===== config.mk =====
export PLATFORM = sky130hd
export DESIGN_NAME = skfc_ctrl
export DESIGN_NICKNAME = d
export VERILOG_FILES = /design/src/skfc_pkg.sv /design/src/skfc_ctrl.sv
export SDC_FILE = /design/constraint.sdc
export NUM_CORES = 1
export LEC_CHECK = 0
export BUFFER_PORTS_ARGS = -buffer_cell sky130_fd_sc_hd__buf_2
export CAP_MARGIN = 20
export CELL_PAD_IN_SITES_DETAIL_PLACEMENT = 0
export CELL_PAD_IN_SITES_GLOBAL_PLACEMENT = 1
export CORE_AREA = 2 2 754 756
export CTS_BUF_LIST = sky130_fd_sc_hd__clkbuf_2 sky130_fd_sc_hd__clkbuf_4 sky130_fd_sc_hd__clkbuf_8
export DETAILED_ROUTE_END_ITERATION = 12
export DIE_AREA = 0 0 756 758
export PLACE_DENSITY = 0.31
export SKIP_LAST_GASP = 1
export SLEW_MARGIN = 20
export SYNTH_ARGS = -nofsm -noshare
export SYNTH_HDL_FRONTEND = slang
export SYNTH_SLANG_ARGS = --single-unit
export TNS_END_PERCENT = 20

===== constraint.sdc =====
create_clock -name clk_i -period 22.7 [get_ports clk_i]
set_input_delay 1.135 -clock clk_i [delete_from_list [all_inputs] [get_ports clk_i]]
set_output_delay 1.135 -clock clk_i [all_outputs]
set_load 0.05 [all_outputs]

===== src/skfc_pkg.sv =====
// Shared types and constants of the seen-key FIFO cache.
`default_nettype none
package skfc_pkg;

  localparam int unsigned TABLE_DEPTH_DEF = 1024;
  localparam int unsigned WORD_W          = 64;
  localparam int unsigned HASH_W          = 4 * WORD_W;
  localparam int unsigned INDEX_W         = 32;
  localparam int unsigned KEY_W           = HASH_W + INDEX_W;
  localparam int unsigned KEEP_W          = 10;
  localparam int unsigned ACTION_W        = 2;

  localparam logic [KEEP_W-1:0] KEEP_LIMIT_RESET = KEEP_W'(1000);

  typedef enum logic [ACTION_W-1:0] {
    ACT_QUERY = 2'd0,
    ACT_CHECK = 2'd1,
    ACT_ADD   = 2'd2
  } action_e;

  typedef enum logic [1:0] {
    ST_IDLE,
    ST_SCAN,
    ST_EVICT,
    ST_WRITE
  } state_e;

endpackage
`default_nettype wire


===== src/skfc_ctrl.sv =====
// Sequencer of the cache: ring scan with one shared key comparator, eviction and insert.
`default_nettype none
module skfc_ctrl #(
  parameter int unsigned TableDepth = skfc_pkg::TABLE_DEPTH_DEF
) (
  input  wire logic                              clk_i,
  input  wire logic                              rst_ni,
  input  wire logic                              start_i,
  output logic                                   busy_o,
  input  wire logic [skfc_pkg::ACTION_W-1:0]     action_i,
  input  wire logic                              update_i,
  input  wire logic [skfc_pkg::KEY_W-1:0]        key_i,
  input  wire logic [skfc_pkg::HASH_W-1:0]       value_i,
  input  wire logic [skfc_pkg::KEEP_W-1:0]       keep_limit_i,
  output logic      [$clog2(TableDepth)-1:0]     raddr_o,
  input  wire logic [skfc_pkg::KEY_W-1:0]        key_rdata_i,
  input  wire logic [skfc_pkg::HASH_W-1:0]       val_rdata_i,
  output logic      [$clog2(TableDepth)-1:0]     waddr_o,
  output logic                                   key_we_o,
  output logic                                   val_we_o,
  output logic      [skfc_pkg::KEY_W-1:0]        key_wdata_o,
  output logic      [skfc_pkg::HASH_W-1:0]       val_wdata_o,
  output logic                                   done_o,
  output logic                                   verdict_o,
  output logic                                   found_o,
  output logic      [skfc_pkg::HASH_W-1:0]       stored_o
);
  import skfc_pkg::*;

  localparam int unsigned SlotW = $clog2(TableDepth);
  localparam int unsigned CntW  = $clog2(TableDepth + 1);
  localparam int unsigned SumW  = CntW + 1;
  localparam int unsigned CmpW  = (CntW > KEEP_W) ? CntW : KEEP_W;

  localparam logic [CntW-1:0]  CntFull  = CntW'(TableDepth);
  localparam logic [CntW-1:0]  CntMax   = CntW'(TableDepth - 1);
  localparam logic [SlotW-1:0] SlotLast = SlotW'(TableDepth - 1);
  localparam logic [SumW-1:0]  SumDepth = SumW'(TableDepth);

  // Reduces a sum of two ring positions, known to be below twice the depth.
  function automatic logic [SlotW-1:0] ring_wrap(input logic [SumW-1:0] s);
    logic [SumW-1:0] r;
    r = (s >= SumDepth) ? (s - SumDepth) : s;
    return r[SlotW-1:0];
  endfunction

  state_e            state_q, state_d;
  logic [ACTION_W-1:0] action_q, action_d;
  logic              update_q, update_d;
  logic [KEY_W-1:0]  key_q, key_d;
  logic [HASH_W-1:0] value_q, value_d;
  logic [SlotW-1:0]  oldest_q, oldest_d;
  logic [CntW-1:0]   count_q, count_d;
  logic [CntW-1:0]   rd_idx_q, rd_idx_d;
  logic [SlotW-1:0]  rd_slot_q, rd_slot_d;
  logic [SlotW-1:0]  cmp_slot_q, cmp_slot_d;
  logic              pend_q, pend_d;
  logic [SlotW-1:0]  hit_slot_q, hit_slot_d;
  logic              found_q, found_d;
  logic              verdict_q, verdict_d;
  logic [HASH_W-1:0] stored_q, stored_d;
  logic              done_q, done_d;

  logic              match;
  logic              issue;
  logic [CmpW-1:0]   keep_cap;
  logic [CntW-1:0]   kept;
  logic [CntW-1:0]   evict_n;
  logic [SlotW-1:0]  append_slot;

  assign match = pend_q && (key_rdata_i == key_q);
  assign issue = (rd_idx_q < count_q);

  // Entries left before a checked insert: min(count, limit, depth - 1).
  always_comb begin
    keep_cap = CmpW'(keep_limit_i);
    if (keep_cap > CmpW'(CntMax)) begin
      keep_cap = CmpW'(CntMax);
    end
    if (CmpW'(count_q) < keep_cap) begin
      kept = count_q;
    end else begin
      kept = keep_cap[CntW-1:0];
    end
  end

  assign evict_n     = count_q - kept;
  assign append_slot = ring_wrap(SumW'(oldest_q) + SumW'(count_q));

  always_ff @(posedge clk_i or negedge rst_ni) begin
    if (!rst_ni) begin
      state_q  <= ST_IDLE;
      oldest_q <= '0;
      count_q  <= '0;
      pend_q   <= 1'b0;
      done_q   <= 1'b0;
    end else begin
      state_q  <= state_d;
      oldest_q <= oldest_d;
      count_q  <= count_d;
      pend_q   <= pend_d;
      done_q   <= done_d;
    end
  end

  always_ff @(posedge clk_i) begin
    action_q   <= action_d;
    update_q   <= update_d;
    key_q      <= key_d;
    value_q    <= value_d;
    rd_idx_q   <= rd_idx_d;
    rd_slot_q  <= rd_slot_d;
    cmp_slot_q <= cmp_slot_d;
    hit_slot_q <= hit_slot_d;
    found_q    <= found_d;
    verdict_q  <= verdict_d;
    stored_q   <= stored_d;
  end

  always_comb begin
    state_d    = state_q;
    action_d   = action_q;
    update_d   = update_q;
    key_d      = key_q;
    value_d    = value_q;
    oldest_d   = oldest_q;
    count_d    = count_q;
    rd_idx_d   = rd_idx_q;
    rd_slot_d  = rd_slot_q;
    cmp_slot_d = cmp_slot_q;
    pend_d     = 1'b0;
    hit_slot_d = hit_slot_q;
    found_d    = found_q;
    verdict_d  = verdict_q;
    stored_d   = stored_q;
    done_d     = 1'b0;
    raddr_o    = rd_slot_q;
    waddr_o    = found_q ? hit_slot_q : append_slot;
    key_we_o   = 1'b0;
    val_we_o   = 1'b0;

    unique case (state_q)
      ST_IDLE: begin
        if (start_i) begin
          action_d  = action_i;
          update_d  = update_i;
          key_d     = key_i;
          value_d   = value_i;
          rd_idx_d  = '0;
          rd_slot_d = oldest_q;
          state_d   = ST_SCAN;
        end
      end
      ST_SCAN: begin
        if (match) begin
          found_d    = 1'b1;
          stored_d   = val_rdata_i;
          hit_slot_d = cmp_slot_q;
          unique case (action_q)
            ACT_CHECK: begin
              verdict_d = (val_rdata_i == value_q);
              done_d    = 1'b1;
              state_d   = ST_IDLE;
            end
            ACT_ADD: begin
              verdict_d = 1'b1;
              state_d   = ST_WRITE;
            end
            default: begin
              verdict_d = 1'b0;
              done_d    = 1'b1;
              state_d   = ST_IDLE;
            end
          endcase
        end else if (!issue) begin
          // Every live entry has been compared without a hit.
          found_d   = 1'b0;
          stored_d  = '0;
          verdict_d = 1'b1;
          unique case (action_q)
            ACT_CHECK: begin
              if (update_q) begin
                state_d = ST_EVICT;
              end else begin
                done_d  = 1'b1;
                state_d = ST_IDLE;
              end
            end
            ACT_ADD: begin
              if (count_q == CntFull) begin
                verdict_d = 1'b0;
                done_d    = 1'b1;
                state_d   = ST_IDLE;
              end else begin
                state_d = ST_WRITE;
              end
            end
            default: begin
              done_d  = 1'b1;
              state_d = ST_IDLE;
            end
          endcase
        end else begin
          pend_d     = 1'b1;
          cmp_slot_d = rd_slot_q;
          rd_idx_d   = rd_idx_q + 1'b1;
          rd_slot_d  = (rd_slot_q == SlotLast) ? '0 : (rd_slot_q + 1'b1);
        end
      end
      ST_EVICT: begin
        oldest_d = ring_wrap(SumW'(oldest_q) + SumW'(evict_n));
        count_d  = kept;
        state_d  = ST_WRITE;
      end
      ST_WRITE: begin
        val_we_o = 1'b1;
        key_we_o = !found_q;
        if (!found_q) begin
          count_d = count_q + 1'b1;
        end
        done_d  = 1'b1;
        state_d = ST_IDLE;
      end
      default: begin
        state_d = ST_IDLE;
      end
    endcase
  end

  assign busy_o      = (state_q != ST_IDLE);
  assign key_wdata_o = key_q;
  assign val_wdata_o = value_q;
  assign done_o      = done_q;
  assign verdict_o   = verdict_q;
  assign found_o     = found_q;
  assign stored_o    = stored_q;

endmodule
`default_nettype wire


==> metrics.cfg <==
[floorplanning]
dieArea_um2 = 573000
die_y_um = 758
core_area_um2 = 564000
io_pins = 1930
initial_core_util = 0.0668
rows = 276
die_x_um = 756

[setup_path]
end_kind = flip-flop
critPathTopFamily = simple AND/OR/NAND/NOR gates
critical_path_required_ns = 23.27
reg2regPathDepth = 11
arrival_ns = 7.40
cp_slowest_cell = nor4_1
worstSetupStartpoint = key_wdata_o[28]
worstReg2RegStart = key_wdata_o[28]
crit_buf_inv = 3
cpPeakStageDelay_ns = 0.95
cp_max_fo = 67
path_common_cell = buf_4
critical_path.cell_chain = xnor2_1 > nand4_1 > nor4_1 > buf_4 > nand4_1 > nor4_2 > and3_4 > nor2b_1 > nor2_4 > buf_4 > buf_4
cp_num_cells = 11
critPathKind = reg2reg
start_kind = flip-flop

[finish]
fill_cells = 65000
area_growth_pct = 65.7
layout.nets = 6024
drive_above_1_share = 0.464
layout.cells.non_filler = 12700

[detailed_routing]
drt_iter0_drc = 2499
wirelength_um = 493000
route.detailed.drc = 0
num_vias = 35100
drt-pass1-iter-count = 5
antenna_left = 0
drt-vias-per-instance = 2.77
routedWlPerCell_um = 38.9

[cts]
clock_latency_ns = 1.12
cts.sinks = 871
cts_buffers = 203
cts_tree = done
clk_pin_slew_ns = 0.06
cts_buffer_depth = 4
post_cts_resize_count = 0
htreeDepth = 4
root_buffer = clkbuf_8

[synth]
yosysUniqueCellTypes = 57
ys_top_cells_by_area = edfxtp_1 67%, and2_1 4.3%, xnor2_1 4.0%
ys_warn_count = 0
ys_seq_area_frac = 0.690
ys_top_cells_by_count = 846 x edfxtp_1, 259 x and2_1, 230 x inv_1
synth_top_area_cell = edfxtp_1
synth_nets = 3792
avgSynthCellArea_um2 = 14.3
synth_area_um2 = 37700
synth_top_area_frac = 0.674
yosys_most_used_dff = edfxtp_1
async_flop_share = 0.0287
synth_edf_count = 846
synth_cells = 2632
ys_ff_latch = 871
synth_most_common_cell = edfxtp_1

[placed_design]
dp_cells = 12100
gp_congestion = 0.897
io_buffers = 1929
hpwl_um = 446000

[timing]
worstMarginPinSlew_ns = 1.17
period_share = 0.301
setup_tns_ns = 0
grt_setup_unrepaired = false
slew-limit-headroom = 0.203
finClkSkew_ns = 0.155
finalHoldViolCount = 0
period_minus_slack_ns = 6.83
finalSetupViolCount = 0
drv_slew = 0
max_freq_mhz = 147

[grt]
antenna_found_initial = 395
grt-ovfl-total = 0
grtUsageTotal = 0.165
grt_pass1_wl_um = 573000
grt_pass1_vias = 35900
grt_max_degree = 141

[worst_hold_path]
holdCritPathClass = in2reg
worstHoldPathCells = 1
min_from = value_i[85]

[power_and_ir_drop]
power_density_nw_per_um2 = 129
cellLeakagePower_nw = 23.7
vdd_drop_max_uv = 101

[job]
drv_cap = 0

[outcome]
outcome = finished clean

[final timing paths]
| check | end | slack, ns |
|---|---|---|
| worst max-delay path | stored_o[115] | 15.87 |
| worst min-delay path | val_wdata_o[85] | 0.21 |
| worst max register to register | stored_o[115] | 15.87 |
| worst min register to register | hit_slot_q[0] | 0.43 |
| max in group asynchronous | oldest_q[7] | 21.57 |
| min in group asynchronous | oldest_q[2] | 0.74 |
[registers in the layout, indices dropped and copies added (netlist names), named ones only]
signal	cells
pend_q	1
action_q	2
count_q	11
hit_slot_q	10
cmp_slot_q	10
raddr_o	10
verdict_o	1
oldest_q	10
update_q	1
key_wdata_o	288
rd_idx_q	11
stored_o	256
val_wdata_o	256
done_o	1
found_o	1
state_q	1
[what timing repair did]
item	4_1_cts	5_1_grt
hold buffers	76	0
hold endpoints to repair	76	0
buffers inserted	0	0
[layout make-up]
class	instances	area, um2	area share
multi-input combinational	1490	10800	0.173
tap	7506	9390	0.150
sequential	871	26000	0.417
antenna	160	400	0.00641
timing repair buffer	2068	10900	0.175
clock buffer	238	3060	0.0489
clock inverter	116	1040	0.0167
inverter	230	863	0.0138
[stage by stage]
step | worst slack, ns | power [W] | instance area (um2) | utilization | hold slack, ns
CTS | 15.37 | 0.00834 | 62100 | 0.110 | 0.00176
floorplan | 6.79 | 0.00462 | 37700 | - | 0.400
detailed placement | 14.82 | 0.00618 | 57200 | 0.101 | 0.414
global placement | 14.81 | 0.00620 | 57200 | 0.101 | 0.413
global route | 15.54 | 0.00846 | 62200 | 0.110 | 0.0689
finish | 15.87 | 0.00807 | 62500 | 0.111 | 0.210
[cell families (layout without fill, tap and decap cells)]
logic type,Yosys count,count (layout),share of synthesized area
other cells,0,160,0
simple gates,776,776,0.122
mux,6,6,0.00169
xor+xnor,315,315,0.0732
fa+ha+maj,56,56,0.0192
compound gates,337,337,0.0655
flops,871,871,0.690
buf+inv,271,2652,0.0281
[layer usage]
layer,global-route usage,part of all wire,vias to the layer above
met5,0,0.0028,-
met4,0.0342,0.025,212
met3,0.0549,0.088,787
met2,0.289,0.49,2253
met1,0.196,0.39,17500
li1,-,-,14400
[worst register-to-register path: cells and delay by family, from the launching register on]
family | cells | cell delay [ns]
flops | 1 | 0.57
buf+inv | 3 | 1.98
xor+xnor | 1 | 0.58
simple gates | 7 | 3.18
[cells in the final DEF, fill, tap and decap left out, drive strengths merged, types with 22 or more instances in the layout]
cell type	count
buf	1992
nand2b	106
o2111ai	36
a2111o	27
a2111oi	22
nor4	75
o22ai	61
diode	160
a21oi	43
dlygate4sd3	76
inv	239
dfrtp	25
edfxtp	846
nor2	36
clkbuf	238
nand3	22
and2	259
clkinv	82
xnor2	171
nand2	59
o21ai	48
xor2	144
nand4	61
ha	53
nor2b	121
[power by group]
group	internal, W	switching (W)	leakage [nW]
combinational	0.000698	0.00261	13.3
sequential	0.00228	0.000437	8.25
clock	0.00107	0.000973	2.12
Note: power is estimated with default switching activity, not from simulation.
